<file path="src/design/egapq_pkg.sv">
// ----------------------------------------------------------------------------
// egapq_pkg
// Shared types and constants for the EGA palette quantizer with planar packing.
// ----------------------------------------------------------------------------
package egapq_pkg;

   localparam int unsigned CHAN_W          = 8;
   localparam int unsigned NUM_COLORS      = 16;
   localparam int unsigned INDEX_W         = 4;
   localparam int unsigned NUM_PLANES      = 4;
   localparam int unsigned DIST_W          = 10;
   localparam int unsigned BYTE_INDEX_W    = 17;
   localparam int unsigned SLOT_W          = 3;
   localparam int unsigned MAX_PLANE_BYTES = 131072;

   typedef logic [CHAN_W-1:0]       chan_type;
   typedef logic [INDEX_W-1:0]      index_type;
   typedef logic [DIST_W-1:0]       dist_type;
   typedef logic [BYTE_INDEX_W-1:0] byte_index_type;
   typedef logic [SLOT_W-1:0]       slot_type;
   typedef logic [7:0]              plane_byte_type;

   typedef struct packed {
      chan_type red;
      chan_type green;
      chan_type blue;
   } rgb_type;

   // Fixed 16-color palette, indexed by palette code
   localparam rgb_type PALETTE [NUM_COLORS] = '{
      '{8'h00, 8'h00, 8'h00}, '{8'h00, 8'h00, 8'hAA},
      '{8'h00, 8'hAA, 8'h00}, '{8'h00, 8'hAA, 8'hAA},
      '{8'hAA, 8'h00, 8'h00}, '{8'hAA, 8'h00, 8'hAA},
      '{8'hAA, 8'h55, 8'h00}, '{8'hAA, 8'hAA, 8'hAA},
      '{8'h55, 8'h55, 8'h55}, '{8'h55, 8'h55, 8'hFF},
      '{8'h55, 8'hFF, 8'h55}, '{8'h55, 8'hFF, 8'hFF},
      '{8'hFF, 8'h55, 8'h55}, '{8'hFF, 8'h55, 8'hFF},
      '{8'hFF, 8'hFF, 8'h55}, '{8'hFF, 8'hFF, 8'hFF}
   };

   // Last slot of a byte; the pixel there completes the byte
   localparam slot_type LAST_SLOT = slot_type'(7);
   localparam byte_index_type BYTE_WRAP = byte_index_type'(MAX_PLANE_BYTES - 1);

endpackage

</file>
<file path="src/design/egapq_if.sv">
// ----------------------------------------------------------------------------
// egapq_req_if / egapq_rsp_if
// Valid/ready channels for pixels in and packed plane bytes out.
// ----------------------------------------------------------------------------
interface egapq_req_if
   import egapq_pkg::*;
   ();
   logic     valid;
   logic     ready;
   chan_type red;
   chan_type green;
   chan_type blue;
   logic     last_pixel;

   modport source (output valid, red, green, blue, last_pixel, input ready);
   modport sink   (input valid, red, green, blue, last_pixel, output ready);
endinterface

interface egapq_rsp_if
   import egapq_pkg::*;
   ();
   logic           valid;
   logic           ready;
   plane_byte_type plane0_byte;
   plane_byte_type plane1_byte;
   plane_byte_type plane2_byte;
   plane_byte_type plane3_byte;
   byte_index_type byte_index;
   logic           image_done;

   modport source (output valid, plane0_byte, plane1_byte, plane2_byte, plane3_byte,
                   byte_index, image_done, input ready);
   modport sink   (input valid, plane0_byte, plane1_byte, plane2_byte, plane3_byte,
                   byte_index, image_done, output ready);
endinterface

</file>
<file path="src/design/egapq_nearest.sv">
// ----------------------------------------------------------------------------
// egapq_nearest
// Nearest palette color by sum of absolute channel differences; on a tie the
// lowest palette index wins. Sixteen distance units feed a four-level min tree.
// ----------------------------------------------------------------------------
module egapq_nearest
   import egapq_pkg::*;
(
   input  rgb_type   pixel,
   output index_type nearest_index
);

   function automatic dist_type abs_diff(input chan_type a, input chan_type b);
      return (a > b) ? dist_type'(a - b) : dist_type'(b - a);
   endfunction

   dist_type  dist_l0 [16];
   dist_type  dist_l1 [8];
   index_type idx_l1  [8];
   dist_type  dist_l2 [4];
   index_type idx_l2  [4];
   dist_type  dist_l3 [2];
   index_type idx_l3  [2];

   // Compute one distance per palette entry
   always_comb begin
      for (int k = 0; k < 16; k++) begin
         dist_l0[k] = abs_diff(pixel.red,   PALETTE[k].red)
                    + abs_diff(pixel.green, PALETTE[k].green)
                    + abs_diff(pixel.blue,  PALETTE[k].blue);
      end
   end

   // Reduce pairwise; the higher index wins only when strictly closer
   always_comb begin
      for (int k = 0; k < 8; k++) begin
         if (dist_l0[2*k+1] < dist_l0[2*k]) begin
            dist_l1[k] = dist_l0[2*k+1];
            idx_l1[k]  = index_type'(2*k+1);
         end else begin
            dist_l1[k] = dist_l0[2*k];
            idx_l1[k]  = index_type'(2*k);
         end
      end
      for (int k = 0; k < 4; k++) begin
         if (dist_l1[2*k+1] < dist_l1[2*k]) begin
            dist_l2[k] = dist_l1[2*k+1];
            idx_l2[k]  = idx_l1[2*k+1];
         end else begin
            dist_l2[k] = dist_l1[2*k];
            idx_l2[k]  = idx_l1[2*k];
         end
      end
      for (int k = 0; k < 2; k++) begin
         if (dist_l2[2*k+1] < dist_l2[2*k]) begin
            dist_l3[k] = dist_l2[2*k+1];
            idx_l3[k]  = idx_l2[2*k+1];
         end else begin
            dist_l3[k] = dist_l2[2*k];
            idx_l3[k]  = idx_l2[2*k];
         end
      end
   end

   assign nearest_index = (dist_l3[1] < dist_l3[0]) ? idx_l3[1] : idx_l3[0];

endmodule

</file>
<file path="src/design/ega_palette_quantize_planar_pack_top.sv">
// ----------------------------------------------------------------------------
// ega_palette_quantize_planar_pack_top
// EGA 16-color quantizer that packs palette indices into four bit planes.
// ----------------------------------------------------------------------------
// Takes one RGB pixel per clock and returns one transaction of four plane
// bytes for every eight pixels, or earlier at a pixel marked last_pixel (low
// bits padded with zeros, image_done set, byte index restarts at zero).
// A pixel sits in an input register; the nearest-color search and the plane
// accumulators work on it in the same cycle, and a result sits in an output
// register. Throughput is one pixel per clock; the input stalls only when a
// finished result is still waiting on rsp and another one is due.
// ----------------------------------------------------------------------------
module ega_palette_quantize_planar_pack_top
   import egapq_pkg::*;
(
   input  logic        clock,
   input  logic        reset,
   egapq_req_if.sink   req,
   egapq_rsp_if.source rsp
);

   // Input register
   logic      pix_valid_ff;
   rgb_type   pix_ff;
   logic      pix_last_ff;
   logic      pix_ready;
   index_type nearest_in;

   // Packing state
   slot_type       slot_ff;
   plane_byte_type acc_ff [NUM_PLANES];
   plane_byte_type acc_in [NUM_PLANES];
   byte_index_type count_ff;
   logic           emit;
   logic           pack_fire;

   // Output register
   logic           out_valid_ff;
   logic           out_ready;
   plane_byte_type out_plane_ff [NUM_PLANES];
   byte_index_type out_index_ff;
   logic           out_done_ff;

   egapq_nearest u_nearest (
      .pixel         (pix_ff),
      .nearest_index (nearest_in)
   );

   // Backpressure: the input register frees up unless a byte is due and blocked
   assign out_ready = !out_valid_ff || rsp.ready;
   assign emit      = (slot_ff == LAST_SLOT) || pix_last_ff;
   assign pix_ready = !pix_valid_ff || !emit || out_ready;
   assign req.ready = pix_ready;
   assign pack_fire = pix_valid_ff && pix_ready;

   // Merge the current index bits into the accumulators at this slot
   always_comb begin
      for (int p = 0; p < NUM_PLANES; p++) begin
         acc_in[p] = acc_ff[p] | (plane_byte_type'(nearest_in[p]) << (LAST_SLOT - slot_ff));
      end
   end

   // Advance the input register
   always_ff @(posedge clock) begin
      if (reset) begin
         pix_valid_ff <= 1'b0;
      end else if (pix_ready) begin
         pix_valid_ff <= req.valid;
      end
      if (pix_ready && req.valid) begin
         pix_ff      <= '{red: req.red, green: req.green, blue: req.blue};
         pix_last_ff <= req.last_pixel;
      end
   end

   // Accumulate planes; emit a byte when full or at the image end
   always_ff @(posedge clock) begin
      if (reset) begin
         slot_ff  <= '0;
         count_ff <= '0;
         for (int p = 0; p < NUM_PLANES; p++) begin
            acc_ff[p] <= '0;
         end
      end else if (pack_fire) begin
         if (emit) begin
            slot_ff <= '0;
            for (int p = 0; p < NUM_PLANES; p++) begin
               acc_ff[p] <= '0;
            end
            if (pix_last_ff || (count_ff == BYTE_WRAP)) begin
               count_ff <= '0;
            end else begin
               count_ff <= count_ff + byte_index_type'(1);
            end
         end else begin
            slot_ff <= slot_ff + slot_type'(1);
            acc_ff  <= acc_in;
         end
      end
   end

   // Hold result until the sink takes it
   always_ff @(posedge clock) begin
      if (reset) begin
         out_valid_ff <= 1'b0;
      end else if (pack_fire && emit) begin
         out_valid_ff <= 1'b1;
      end else if (rsp.ready) begin
         out_valid_ff <= 1'b0;
      end
      if (pack_fire && emit) begin
         out_plane_ff <= acc_in;
         out_index_ff <= count_ff;
         out_done_ff  <= pix_last_ff;
      end
   end

   assign rsp.valid       = out_valid_ff;
   assign rsp.plane0_byte = out_plane_ff[0];
   assign rsp.plane1_byte = out_plane_ff[1];
   assign rsp.plane2_byte = out_plane_ff[2];
   assign rsp.plane3_byte = out_plane_ff[3];
   assign rsp.byte_index  = out_index_ff;
   assign rsp.image_done  = out_done_ff;

endmodule
</file>
<file path="src/flat_wrapper.sv">
// flat-port wrapper written by rule: the top's interface ports become plain ports
module ega_palette_quantize_planar_pack_top_flat import egapq_pkg::*;
  (clock, reset, req_valid, req_red, req_green, req_blue, req_last_pixel, req_ready, rsp_valid, rsp_plane0_byte, rsp_plane1_byte, rsp_plane2_byte, rsp_plane3_byte, rsp_byte_index, rsp_image_done, rsp_ready);
  egapq_req_if req_i ();
  egapq_rsp_if rsp_i ();
  input  logic clock;
  input  logic reset;
  input wire logic [$bits(req_i.valid)-1:0] req_valid;
  input wire logic [$bits(req_i.red)-1:0] req_red;
  input wire logic [$bits(req_i.green)-1:0] req_green;
  input wire logic [$bits(req_i.blue)-1:0] req_blue;
  input wire logic [$bits(req_i.last_pixel)-1:0] req_last_pixel;
  output wire logic [$bits(req_i.ready)-1:0] req_ready;
  output wire logic [$bits(rsp_i.valid)-1:0] rsp_valid;
  output wire logic [$bits(rsp_i.plane0_byte)-1:0] rsp_plane0_byte;
  output wire logic [$bits(rsp_i.plane1_byte)-1:0] rsp_plane1_byte;
  output wire logic [$bits(rsp_i.plane2_byte)-1:0] rsp_plane2_byte;
  output wire logic [$bits(rsp_i.plane3_byte)-1:0] rsp_plane3_byte;
  output wire logic [$bits(rsp_i.byte_index)-1:0] rsp_byte_index;
  output wire logic [$bits(rsp_i.image_done)-1:0] rsp_image_done;
  input wire logic [$bits(rsp_i.ready)-1:0] rsp_ready;
  assign req_i.valid = req_valid;
  assign req_i.red = req_red;
  assign req_i.green = req_green;
  assign req_i.blue = req_blue;
  assign req_i.last_pixel = req_last_pixel;
  assign req_ready = req_i.ready;
  assign rsp_valid = rsp_i.valid;
  assign rsp_plane0_byte = rsp_i.plane0_byte;
  assign rsp_plane1_byte = rsp_i.plane1_byte;
  assign rsp_plane2_byte = rsp_i.plane2_byte;
  assign rsp_plane3_byte = rsp_i.plane3_byte;
  assign rsp_byte_index = rsp_i.byte_index;
  assign rsp_image_done = rsp_i.image_done;
  assign rsp_i.ready = rsp_ready;
  ega_palette_quantize_planar_pack_top u_core (.clock(clock), .reset(reset), .req(req_i), .rsp(rsp_i));
endmodule
</file>
<file path="config.mk">
export PLATFORM = sky130hd
export DESIGN_NAME = ega_palette_quantize_planar_pack_top_flat
export DESIGN_NICKNAME = d
export VERILOG_FILES = /design/src/design/egapq_pkg.sv /design/src/design/egapq_if.sv /design/src/design/egapq_nearest.sv /design/src/design/ega_palette_quantize_planar_pack_top.sv /design/src/flat_wrapper.sv
export SDC_FILE = /design/constraint.sdc
export NUM_CORES = 1
export LEC_CHECK = 0
export BUFFER_PORTS_ARGS = -buffer_cell sky130_fd_sc_hd__buf_2
export CAP_MARGIN = 10
export CORE_MARGIN = 5
export CORE_UTILIZATION = 65
export DETAILED_ROUTE_END_ITERATION = 7
export PLACE_DENSITY = 0.89
export SLEW_MARGIN = 15
export SYNTH_ARGS = -nofsm -noshare
export SYNTH_HDL_FRONTEND = slang
export SYNTH_SLANG_ARGS = --single-unit
</file>
<file path="constraint.sdc">
create_clock -name clock -period 18.1 [get_ports clock]
set_clock_uncertainty 0.05 [all_clocks]
set_input_delay 5.43 -clock clock [delete_from_list [all_inputs] [get_ports clock]]
set_output_delay 5.43 -clock clock [all_outputs]
set_load 0.01 [all_outputs]
</file>
# Word-level counts from Yosys, hierarchy flattened
# Index checks and enable logic that the tools add are counted.
[classes]
magnitude_cmp = 27
mux = 46
shift = 4
addsub = 49
eq_ne = 2
reduce_logical = 13
bitwise = 4
[op_table]
columns = ["operator", "n"]
rows = [
  ["10-bit two-way mux", 26],
  ["10-bit adder", 25],
  ["10-bit < comparator", 15],
  ["8-bit by 8-bit subtractor with 9-bit output (first input constant)", 6],
  ["8-bit by 8-bit subtractor with 9-bit output (second input constant)", 6],
  ["8-bit > comparator (second input constant)", 6],
  ["32-bit two-way mux", 1],
  ["8-bit OR", 4],
  ["1-bit by 3-bit << shifter with 8-bit output", 4],
  ["4-bit two-way mux", 7],
  ["1-bit by 8-bit subtractor with 9-bit output (first input constant)", 3],
  ["7-bit by 8-bit subtractor with 9-bit output (first input constant)", 3],
  ["8-bit by 7-bit subtractor with 9-bit output (second input constant)", 3],
  ["8-bit by 1-bit > comparator with 1-bit output (second input constant)", 3],
  ["8-bit by 7-bit > comparator with 1-bit output (second input constant)", 3],
  ["17-bit by 1-bit adder with 17-bit output (second input constant)", 1],
  ["17-bit equality test (second input constant)", 1],
  ["17-bit two-way mux", 1],
  ["1-bit two-way mux", 10],
  ["1-bit logical OR", 5],
  ["3-bit by 1-bit adder with 3-bit output (second input constant)", 1],
  ["3-bit equality test (second input constant)", 1],
  ["1-bit logical AND", 3],
  ["1-bit zero test", 3],
  ["4 further kinds", 4],
]
[totals]
out_inout_bits = 52
word_cells = 163
ff_bits = 129
inputBits = 29

# Longest topological paths before layout
[depth]
ltp_word = 15
depth_mapped = 70
depth_no_buf = 66

# By module
# A second synthesis with hierarchy kept.
[unflattened]
hier_cells = 2353
area_unflattened_um2 = 19561.3
[by_module_without_submodules]
columns = ["module", "area_each_um2", "cells_per_inst", "n_inst", "seq_area_each_um2"]
rows = [
  ["egapq_nearest", 14860.5, 2001, 1, 0.0],
  ["ega_palette_quantize_planar_pack_top", 4700.8, 352, 1, 3333.2],
]

# Worst setup path after synthesis
# OpenSTA, ideal clock, no wires.
[synth_path]
path_type = "reg-to-reg"
start = "register u_core.pix_ff[9] (netlist bit)"
end = "register u_core.out_plane_ff (netlist bit u_core.rsp.plane0_byte[0]) (data pin)"
path_buffers = 6
required_time_ns = 17.791
synth_period_minus_slack_ns = 13.099
setup_time_ns = 0.259
t_arrival_ns = 12.791
path_slack_ns = 5.001
path_stages_with_launch = 67
path_cell_list = "edfxtp_1 -> inv_1 -> ha_1 -> and4bb_1 -> o41ai_2 -> clkbuf_1 -> nand2_1 -> o21a_1 -> ha_1 -> a21oi_1 -> o21ai_0 -> a21oi_1 -> a211oi_1 -> or2_2 -> a21o_1 -> a21oi_1 -> xnor2_1 -> ha_1 -> [... 31 more ...] -> o21ai_0 -> clkbuf_1 -> nand2_1 -> o21ai_0 -> ha_1 -> a21oi_1 -> nor2b_1 -> o21ai_0 -> nand2b_1 -> a21oi_1 -> nor2b_1 -> o21ai_0 -> nand2b_1 -> a21oi_1 -> o211ai_4 -> mux2i_1 -> buf_2 -> o21bai_1"
[synth_rtl]
columns = ["item", "line_no", "source"]
rows = [
  ["start: declaration", "ega_palette_quantize_planar_pack_top.sv:24", "rgb_type pix_ff;"],
  ["start signal: assignment", "ega_palette_quantize_planar_pack_top.sv:71", "pix_ff <= '{red: req.red, green: req.green, blue: req.blue};"],
  ["end signal: assignment", "ega_palette_quantize_planar_pack_top.sv:112", "out_plane_ff <= acc_in;"],
  ["end: declaration", "ega_palette_quantize_planar_pack_top.sv:40", "plane_byte_type out_plane_ff [NUM_PLANES];"],
]

==> flow_summary.ini <==
[sta]
period_needed_ps = 15340
finalSetupViolations = 0
fin_crit_sh_pct = 84.7
worstMarginPinSlew_ps = 1260
rsz0062_at_grt = no
max_slew_margin_pct = 15.4
drv_slew = 0
holdWs_ps = 398
finalSetupTns_ps = 0
final_hold_viol_count = 0
timing.fmax_mhz = 65.2

[worst_setup_path]
cp-end-kind = register
crit_top_cell = a21o_1
cp.arrival_ps = 15450
cpPeakStageDelay_ps = 910
worst-setup-path-type = reg2reg
crit_fanout = 19
worstPathRequired_ps = 18220
critPathSlowestCell = o41ai_2
startpoint_type = register

[global_route]
use_met3_pct = 5.86
top_usage_layer = met2
grt_antenna_before_repair = 0
grt_max_degree = 57
grt_pass1_wl_mm = 89.2
met1_usage_pct = 41.9
use_met2_pct = 54.1
track_usage_pct = 32.8
overflow = 0
grt_pass1_vias = 17500

[final_layout]
antenna_cells = 0
mostFrequentLayoutCells = 350 x ha_1, 230 x a21oi_1, 224 x inv_1
final_core_util_pct = 70.5
multi_input_area_mm2 = 0.0153
drive_gt1_share_pct = 7.08
nNetsFinal = 2833
fillers = 2270
ff_latch_area_mm2 = 0.00333
area_growth_syn_to_layout_pct = 6.46
mostFrequentLayoutCell = ha_1
final_area_mm2 = 0.0210

[logic_synthesis]
synth_fa_ha_area_share_pct = 26.1
yosysSeqAreaShare_pct = 16.9
synth_top_family_by_area = adder cells
synth_seq_cells = 129
synth_area_per_cell_um2 = 8.30
synth_xor_area_share_pct = 10.3
yosys_warnings = 0
yosys.area_share.simple_pct = 12.8
synthFlopType = edfxtp_1
synth_edf_count = 75
netlist_area_mm2 = 0.0197
synth_area_leader_cell = ha_1
synth-async-reset-ratio_pct = 0
yosysUniqueCellTypes = 88
synth_mux_area_share_pct = 4.49
synthCells = 2379
yosys-top-cells-area = ha_1 22%, edfxtp_1 11%, xnor2_1 7.8%
synth_nets = 2796
synth_compound_area_share_pct = 23.5
netlist.area_leader.share_pct = 22.2

[route]
vias_per_cell = 6.46
drcViolationCount = 0
post_drt_wl_per_cell_um = 20.3
first_iter_violations = 1693
dr.pass1.iters = 6
vias = 18200
routed_wl_mm = 57.2
antenna_left = 0

[clock_tree]
post_cts_buffers = 0
cts_made_buffers = 17
clk_pin_slew_ps = 90
htree_levels = 4
worstSkewPairLatency_ps = 460
cts_buffer_depth = 2
cts.sinks = 129
cts-root-buf = clkbuf_16
cts_repair_resize_count = 0
hold_buffers = 0
cts_tree = done

[floorplanning]
rows = 63
coreArea_mm2 = 0.0298
die_w_um = 184
dieHeight_um = 184
pin_count = 81
start_util_pct = 66.2
dieArea_mm2 = 0.0339

[placed_design]
portBuffers = 80
dp_hpwl_mm = 45.5
gp_congestion = 1.04
place_area_mm2 = 0.0204

[status]
status = finished clean

[job]
max_cap_violations = 0

[worst_hold_path]
min_path_type = reg2reg
sequential cells by signal, summed over array words and instances (netlist names):
signal	cells
u_core.rsp.plane3_byte	8
u_core.pix_valid_ff	1
u_core.rsp.plane2_byte	8
u_core.rsp.image_done	1
u_core.rsp.plane0_byte	8
u_core.acc_ff	32
u_core.slot_ff	3
u_core.rsp.valid	1
u_core.rsp.plane1_byte	8
u_core.pix_ff	24
u_core.rsp.byte_index	17
u_core.count_ff	17
u_core.pix_last_ff	1
cell families after synthesis:
group	after synthesis
AO/OA/AOI/OAI	719
AND/OR/NAND/NOR	523
buffers and inverters	302
flip-flops	129
XOR/XNOR	232
multiplexers	84
adder cells (fa/ha/maj)	390
routing by layer:
metal  vias to the layer above  routed length, um
met1                      8415              23200
met3                       190               5650
li1                       8581                  -
met4                         0               2730
met5                         -                  0
met2                      1014              25600
stage by stage:
stage	setup slack (ps)	cells
2_1_floorplan	5000	2379
3_3_place_gp	3680	2787
3_5_place_dp	3240	2787
4_1_cts	3140	2819
5_1_grt	1490	2819
6_report	2760	2819
critical path, delay by kind of cell, from the launching register on:
kind	cells	cell delay [ps]
multiplexers	2	550
AND/OR/NAND/NOR	10	1210
AO/OA/AOI/OAI	33	8940
adder cells (fa/ha/maj)	7	2150
XOR/XNOR	2	580
buffers and inverters	5	900
flip-flops	1	620
synthesized netlist by cell type, drive strengths merged (7+ instances only):
cell,number
ha,350
a21oi,231
inv,227
xnor2,177
nor2,174
o21ai,130
nand2,123
o21bai,101
a21o,95
edfxtp,75
mux2i,61
clkbuf,59
xor2,55
dfxtp,54
nand2b,44
fa,38
nor3,38
o21a,33
nand3,28
nor2b,26
nand4,24
mux2,23
a211oi,22
buf,15
o211ai,14
a31oi,13
nor4,13
and2,9
and3,9
a41oi,7
o31a,7
o41ai,7
final cells by class:
cell class	count	area share, %
clock buffer	17	2.02
clock inverter	15	0.792
inverter	228	4.07
multi-input combinational	1948	72.6
sequential	129	15.9
tap	390	2.32
timing repair buffer	92	2.33
final timing paths:
| kind | from | end | slack [ps] | cells past startpoint |
|---|---|---|---|---|
| min reg2reg | u_core.acc_ff[14] | u_core.acc_ff[14] | 400 | 2 |
| min | u_core.acc_ff[14] | u_core.acc_ff[14] | 400 | 2 |
| max | u_core.pix_ff[9] | u_core.rsp.plane0_byte[0] | 2760 | 59 |
| max reg2reg | u_core.pix_ff[9] | u_core.rsp.plane0_byte[0] | 2760 | 59 |
Power is left out: the tool's default activity adds up to more than one toggle a clock period on the data nets, which glitch-free logic cannot reach.
